<file path="config.mk">
export PLATFORM = sky130hd
export DESIGN_NAME = direction_pad_auto_repeat
export DESIGN_NICKNAME = d
export VERILOG_FILES = /design/src/dpar_pkg.sv /design/src/dpar_core.sv /design/src/direction_pad_auto_repeat.sv
export SDC_FILE = /design/constraint.sdc
export NUM_CORES = 1
export LEC_CHECK = 0
export BUFFER_PORTS_ARGS = -buffer_cell sky130_fd_sc_hd__clkbuf_2
export CAP_MARGIN = 20
export CORE_MARGIN = 2
export CORE_UTILIZATION = 60
export DETAILED_ROUTE_END_ITERATION = 6
export HOLD_SLACK_MARGIN = 0.15
export PLACE_DENSITY = 0.92
export SLEW_MARGIN = 20
export SYNTH_ARGS = -nofsm -noshare
export SYNTH_HDL_FRONTEND = slang
export SYNTH_SLANG_ARGS = --single-unit
</file>
<file path="constraint.sdc">
create_clock -name clk -period 3.6 [get_ports clk]
set_input_delay 0 -clock clk [delete_from_list [all_inputs] [get_ports clk]]
set_output_delay 0 -clock clk [all_outputs]
set_load 0.02 [all_outputs]
</file>
<file path="src/dpar_pkg.sv">
// Package for the direction pad auto-repeat block: payload types, register codes and reset values.
package dpar_pkg;

  localparam int CFG_IDX_W  = 2;
  localparam int CFG_DATA_W = 16;
  localparam int TIME_W     = 32;

  typedef enum logic [CFG_IDX_W-1:0] {
    CFG_INITIAL_DELAY   = 2'd0,
    CFG_REPEAT_INTERVAL = 2'd1
  } cfg_idx_t;

  localparam logic [CFG_DATA_W-1:0] INITIAL_DELAY_RST   = 16'd350;
  localparam logic [CFG_DATA_W-1:0] REPEAT_INTERVAL_RST = 16'd100;

  typedef struct packed {
    logic              pad_up;
    logic              pad_down;
    logic              pad_left;
    logic              pad_right;
    logic              confirm_button;
    logic              cancel_button;
    logic              menu_button;
    logic              bags_button;
    logic [TIME_W-1:0] now_ms;
  } in_t;

  typedef struct packed {
    logic       nav_valid;
    logic [1:0] nav_direction;
    logic       confirm_pulse;
    logic       cancel_pulse;
    logic       menu_pulse;
    logic       bags_pulse;
  } out_t;

endpackage

</file>
<file path="src/dpar_core.sv">
// Held-direction tracking, repeat timing and button edge detection for one poll sample.
module dpar_core import dpar_pkg::*; (
  input  logic                  clk,
  input  logic                  rst_n,
  input  logic                  step,
  input  in_t                   sample,
  input  logic [CFG_DATA_W-1:0] initial_delay,
  input  logic [CFG_DATA_W-1:0] repeat_interval,
  output out_t                  result
);

  logic              held_vld_r, held_vld_nxt;
  logic [1:0]        held_dir_r, held_dir_nxt;
  logic [TIME_W-1:0] due_r, due_nxt;
  logic [3:0]        last_dirs_r;
  logic [3:0]        last_btns_r;

  logic [3:0]        dirs, btns, fresh;
  logic              have_new, opposing, press, release_hit, fire;
  logic              hv1, hv2, rearm;
  logic [1:0]        newest, hd1, hd2;
  logic [TIME_W-1:0] sum_init, sum_rep, diff_stored, due2;

  function automatic logic [1:0] top_bit(input logic [3:0] v);
    logic [1:0] r;
    r = 2'd0;
    if (v[1]) r = 2'd1;
    if (v[2]) r = 2'd2;
    if (v[3]) r = 2'd3;
    return r;
  endfunction

  assign dirs = {sample.pad_right, sample.pad_left, sample.pad_down, sample.pad_up};
  assign btns = {sample.bags_button, sample.menu_button, sample.cancel_button,
                 sample.confirm_button};

  assign sum_init    = sample.now_ms + {{(TIME_W-CFG_DATA_W){1'b0}}, initial_delay};
  assign sum_rep     = sample.now_ms + {{(TIME_W-CFG_DATA_W){1'b0}}, repeat_interval};
  assign diff_stored = sample.now_ms - due_r;

  always_comb begin
    fresh    = dirs & ~last_dirs_r;
    have_new = |fresh;
    newest   = top_bit(fresh);
    opposing = (dirs[1:0] == 2'b11) || (dirs[3:2] == 2'b11);
    press    = !opposing && have_new;

    hv1 = press ? 1'b1 : held_vld_r;
    hd1 = press ? newest : held_dir_r;

    release_hit = hv1 && !dirs[hd1];
    hv2 = release_hit ? (|dirs) : hv1;
    hd2 = release_hit ? top_bit(dirs) : hd1;
    rearm = press || release_hit;

    if (release_hit) begin
      due2 = (|dirs) ? sum_init : '0;
    end else if (press) begin
      due2 = sum_init;
    end else begin
      due2 = due_r;
    end

    // Right after a re-arm, now minus due is minus the initial delay, which is
    // not negative only when that delay is zero.
    fire = !opposing && hv2 &&
           (rearm ? (initial_delay == '0) : !diff_stored[TIME_W-1]);

    held_vld_nxt = opposing ? 1'b0 : hv2;
    held_dir_nxt = hd2;
    if (fire) begin
      due_nxt = sum_rep;
    end else if (opposing) begin
      due_nxt = '0;
    end else begin
      due_nxt = due2;
    end

    result.nav_valid     = press || fire;
    result.nav_direction = fire ? hd2 : (press ? newest : 2'd0);
    result.confirm_pulse = btns[0] && !last_btns_r[0];
    result.cancel_pulse  = btns[1] && !last_btns_r[1];
    result.menu_pulse    = btns[2] && !last_btns_r[2];
    result.bags_pulse    = btns[3] && !last_btns_r[3];
  end

  always_ff @(posedge clk) begin
    if (!rst_n) begin
      held_vld_r  <= 1'b0;
      held_dir_r  <= 2'd0;
      due_r       <= '0;
      last_dirs_r <= 4'd0;
      last_btns_r <= 4'd0;
    end else if (step) begin
      held_vld_r  <= held_vld_nxt;
      held_dir_r  <= held_dir_nxt;
      due_r       <= due_nxt;
      last_dirs_r <= dirs;
      last_btns_r <= btns;
    end
  end

  // A held direction is always one that the last sample had pressed.
  a_held_pressed: assert property (@(posedge clk) disable iff (!rst_n)
    held_vld_r |-> last_dirs_r[held_dir_r])
    else $error("held direction is not pressed");

  a_opposing_clears: assert property (@(posedge clk) disable iff (!rst_n)
    step && opposing |=> !held_vld_r && (due_r == '0))
    else $error("opposing pair did not cancel repeat");

endmodule

</file>
<file path="src/direction_pad_auto_repeat.sv">
// Top level of the direction pad auto-repeat block: registers, handshakes and configuration.
//
//   channel  direction  handshake           payload
//   in       input      in_valid/in_stall   in_data (in_t): buttons and now_ms
//   out      output     out_valid/out_stall out_data (out_t): nav command and pulses
//   cfg      input      cfg_we              cfg_index, cfg_wdata (16 bit)
//
// One sample is accepted per cycle while in_stall is low. It passes from the
// input register to the result register on out_data, and leaves there once
// out_stall is low. The input register and the result register bound one
// pass of logic. Reset is synchronous: both registers empty, repeat state
// cleared, delays back at 350 ms and 100 ms. A stalled result holds the
// result register, and the input register then stalls once it is also full.
module direction_pad_auto_repeat import dpar_pkg::*; (
  input  logic                  clk,
  input  logic                  rst_n,
  input  logic                  in_valid,
  output logic                  in_stall,
  input  in_t                   in_data,
  output logic                  out_valid,
  input  logic                  out_stall,
  output out_t                  out_data,
  input  logic                  cfg_we,
  input  logic [CFG_IDX_W-1:0]  cfg_index,
  input  logic [CFG_DATA_W-1:0] cfg_wdata
);

  logic                  in_vld_r;
  in_t                   in_data_r;
  logic                  out_vld_r;
  out_t                  out_data_r;
  logic [CFG_DATA_W-1:0] initial_delay_r;
  logic [CFG_DATA_W-1:0] repeat_interval_r;
  logic                  step;
  out_t                  result;

  assign step     = in_vld_r && (!out_vld_r || !out_stall);
  assign in_stall = in_vld_r && !step;

  assign out_valid = out_vld_r;
  assign out_data  = out_data_r;

  dpar_core u_core (
    .clk             (clk),
    .rst_n           (rst_n),
    .step            (step),
    .sample          (in_data_r),
    .initial_delay   (initial_delay_r),
    .repeat_interval (repeat_interval_r),
    .result          (result)
  );

  always_ff @(posedge clk) begin
    if (!rst_n) begin
      initial_delay_r   <= INITIAL_DELAY_RST;
      repeat_interval_r <= REPEAT_INTERVAL_RST;
    end else if (cfg_we) begin
      case (cfg_index)
        CFG_INITIAL_DELAY:   initial_delay_r   <= cfg_wdata;
        CFG_REPEAT_INTERVAL: repeat_interval_r <= cfg_wdata;
        default: ;
      endcase
    end
  end

  always_ff @(posedge clk) begin
    if (!rst_n) begin
      in_vld_r <= 1'b0;
    end else if (in_valid && !in_stall) begin
      in_vld_r <= 1'b1;
    end else if (step) begin
      in_vld_r <= 1'b0;
    end
  end

  always_ff @(posedge clk) begin
    if (in_valid && !in_stall) begin
      in_data_r <= in_data;
    end
  end

  always_ff @(posedge clk) begin
    if (!rst_n) begin
      out_vld_r <= 1'b0;
    end else if (step) begin
      out_vld_r <= 1'b1;
    end else if (!out_stall) begin
      out_vld_r <= 1'b0;
    end
  end

  always_ff @(posedge clk) begin
    if (step) begin
      out_data_r <= result;
    end
  end

  a_no_stall_when_empty: assert property (@(posedge clk) disable iff (!rst_n)
    !in_vld_r |-> !in_stall)
    else $error("input stalled with an empty input register");

  a_step_fills_out: assert property (@(posedge clk) disable iff (!rst_n)
    step |=> out_vld_r)
    else $error("processed sample left no result");

  a_full_blocks_input: assert property (@(posedge clk) disable iff (!rst_n)
    in_vld_r && out_vld_r && out_stall |-> in_stall && !step)
    else $error("sample advanced into a stalled result register");

  a_quiet_direction: assert property (@(posedge clk) disable iff (!rst_n)
    out_vld_r && !out_data_r.nav_valid |-> out_data_r.nav_direction == 2'd0)
    else $error("direction set without a navigation command");

endmodule

</file>
==> summary.json <==
{
  "synth": {
    "sequential_to_total_area_share_from_yosys_stat_pct": 39.9,
    "netlist_area_mm2": 0.00740,
    "synth_seq_cells": 124,
    "synthCells": 840,
    "syn_nets": 967,
    "synth-warning-count": 0,
    "synth_cell_type_count": 73,
    "synth_area_per_cell_um2": 8.82,
    "ys_dominant_reg_cell": "sky130_fd_sc_hd__dfxtp_1",
    "synth_async_sr_flop_share_pct": 0,
    "synth_edf_count": 47
  },
  "floorplanning": {
    "start_util_pct": 61.6,
    "floorplan.die.height_um": 115,
    "design.portCount": 72,
    "fp.dieW_um": 115,
    "rows": 40,
    "die_outline_area_mm2": 0.0132,
    "floorplan.core_area_mm2": 0.0120
  },
  "critical_path": {
    "critPathMaxStageDelay_ps": 480,
    "path_cells": "ha_1 -> nand4_1 -> nor4_2 -> a221oi_1 -> nand3_1 -> a311o_1 -> a41o_2 -> buf_4 -> nand2_2 -> o221a_1 -> o32ai_1",
    "crit_path_max_fanout": 21,
    "r2r_end": "u_core.due_r[17]",
    "slowest_stage": "sky130_fd_sc_hd__edfxtp_1",
    "reg2reg_depth": 11,
    "crit_type": "reg -> reg",
    "worstReg2RegStart": "in_data_r[28]",
    "worst_path_buf_inv": 1,
    "register_to_register_setup_slack_ps": 170,
    "end_kind": "flip-flop",
    "worst-endpoint-required_ps": 3940,
    "largest_delay_contributor_family_on_the_critical_path": "compound AO/OA/AOI/OAI gates",
    "crit_path_start_kind": "flip-flop",
    "critical_path_arrival_ps": 3770
  },
  "timing": {
    "final.period_utilization_pct": 95.3,
    "fmaxAchievable_mhz": 291,
    "setup_viol": 0,
    "rsz_0062_raised_after_global_routing": "no",
    "finalClockSkew_ps": 12.5,
    "slew_viol_final": 0,
    "hold_viol": 0,
    "worst_slew_margin_rel_pct": 32.5,
    "layout_min_cycle_time_ps": 3430,
    "fin_tns_setup_ps": 0,
    "tightest_slew_ps": 1010
  },
  "clock_network": {
    "ctsHtreeMaxLevel": 4,
    "clk-insertion-delay-late_ps": 440,
    "cts.clk_slew.worst_paths_ps": 60,
    "number_of_buffers_created_by_cts": 17,
    "cts.path.max_buffers": 2,
    "cts_tree": "done",
    "cts_root_buffer": "sky130_fd_sc_hd__clkbuf_16",
    "clock_sink_count": 124
  },
  "routing": {
    "num_vias": 7445,
    "firstDrtPassIters": 7,
    "routed_wirelength_um": 22500,
    "detailedRoute.firstIterationViolations": 806,
    "avgRoutedWirePerCell_um": 19.6,
    "route.detailed.drc": 1,
    "avgViaCountPerCell": 6.51,
    "ant_nets": 0
  },
  "grt": {
    "global_route.usage.total_pct": 34.3,
    "grt_pass1_wl_um": 35200,
    "grt_max_degree": 51,
    "leftover_overflow_at_the_end_of_global_routing": 0,
    "grt_antenna_before_repair": 0,
    "grt_pass1_vias": 7269
  },
  "finish": {
    "syn_to_final_growth_pct": 24.7,
    "fillers": 731,
    "diodes": 0,
    "layout_cells_sized_above_1_pct": 14.2,
    "layout.nets": 1111,
    "fin_area_mm2": 0.00923
  },
  "placed_design": {
    "place.gp.congestion": 0.953,
    "portBuffers": 71,
    "dp_hpwl_um": 13600,
    "placed_cell_area_mm2": 0.00792
  },
  "pwr": {
    "vdd.ir_drop.worst_mv": 0.400,
    "p_per_area_mw_per_mm2": 437,
    "p_leak_nw": 3.78
  },
  "flow_run": {
    "max_cap_viol_count": 0
  },
  "status": {
    "status": "finished with violations",
    "failed_checks": "DRC"
  },
  "worst_hold_path": {
    "beginning_of_the_worst_hold_path": "in_data[35]",
    "min-delay-path-class": "in -> reg",
    "holdPathEnd": "in_data_r[35]",
    "hold_depth": 2
  }
}
sequential cells by signal (all words and copies together), names as in the netlist, 2 cells and up:
name,cells
in_data_r,40
u_core.due_r,32
initial_delay_r,16
repeat_interval_r,16
out_data,7
u_core.last_btns_r,4
u_core.last_dirs_r,4
u_core.held_dir_r,2
cells by family after synthesis:
kind of cell / after synthesis / share of synthesized area (%)
and+or+nand+nor: 292 / 18.9
AOI/OAI and AO/OA: 247 / 21.5
DFF: 124 / 39.9
buffers and inverters: 77 / 4.26
adders and majority gates: 64 / 11.0
xor gates and xnor gates: 30 / 3.55
muxes: 6 / 0.912
per-stage QoR:
stage                     util [%]  setup slack, ps  std cells  hold slack (ps)  power, mW
final                         76.9              168       1144              280       4.04
after global routing          76.9             13.8       1144              289       4.15
after CTS                     76.6              160       1144              276       3.96
after detailed placement      65.9              205       1041              179       2.25
after global placement        65.9              299       1041              176       2.23
after floorplan                  -              700        840             98.9       2.07
routing by layer:
layer	wire length (um)	up-vias	part of all wire [%]	track usage, %
li1	-	3366	-	-
met5	0	-	0	0
met2	10700	537	47	57.0
met1	8340	3386	37	41.4
met3	2140	156	9.5	7.49
met4	1320	0	5.9	19.4
cell usage in the layout (no fill, tap or decap), drive strengths merged, types with 9 or more instances in the layout:
cell,instances
a21oi,94
nand2b,9
dlygate4sd3,71
xor2,12
nor2b,13
inv,47
dfxtp,77
o211ai,9
edfxtp,47
buf,14
o21ai,42
nor2,43
a21o,16
a31oi,12
a311oi,9
nand4,11
xnor2,18
ha,62
clkinv,10
a211oi,11
clkbuf,89
nor3,9
and3,12
nand2,130
nand3,29
worst max-delay path by stage:
stage,startpoint,to,depth (start not counted)
detailed placement,in_data_r[28],u_core.due_r[29],11
floorplan,out_valid,in_data_r[0],2
global route,in_data_r[26],u_core.due_r[17],11
finish,in_data_r[28],u_core.due_r[17],11
CTS,in_data_r[28],u_core.due_r[29],11
global placement,in_data_r[28],u_core.due_r[17],11
power breakdown:
group / internal, mW / switching (mW)
clock: 1.02 / 0.673
combinational: 0.313 / 0.425
sequential: 1.54 / 0.0699
synth_stat cells (10+ instances only):
cell type                    n  area (um2)
sky130_fd_sc_hd__nand2_1   129         484
sky130_fd_sc_hd__edfxtp_1   47        1410
sky130_fd_sc_hd__nor2b_1    13        81.3
sky130_fd_sc_hd__nor2_1     43         161
sky130_fd_sc_hd__a21o_1     16         120
sky130_fd_sc_hd__clkbuf_1   21        78.8
sky130_fd_sc_hd__nand3_1    29         145
sky130_fd_sc_hd__a31oi_1    12        75.1
sky130_fd_sc_hd__ha_1       62         776
sky130_fd_sc_hd__xnor2_1    18         158
sky130_fd_sc_hd__xor2_1     12         105
sky130_fd_sc_hd__a21oi_1    93         465
sky130_fd_sc_hd__nand4_1    10        62.6
sky130_fd_sc_hd__and3_1     12        75.1
sky130_fd_sc_hd__inv_1      46         173
sky130_fd_sc_hd__a211oi_1   11        82.6
sky130_fd_sc_hd__o21ai_0    32         160
sky130_fd_sc_hd__dfxtp_1    77        1540
layout make-up:
class,count,area [um2],area share (%)
Multi-Input combinational cell,639,4180,45.2
Sequential cell,124,2950,32.0
Timing Repair Buffer,156,1170,12.7
Clock buffer,18,429,4.65
Tap cell,147,184,1.99
Inverter,46,173,1.87
Clock inverter,14,148,1.60
repair_timing:
action,in CTS,in global routing
hold buffers,71,0
endpoints found under the setup margin,0,13
hold endpoints to repair,91,0
setup buffers,0,0
gates resized for setup,0,4
No activity file was read; power rests on OpenSTA's default activity.
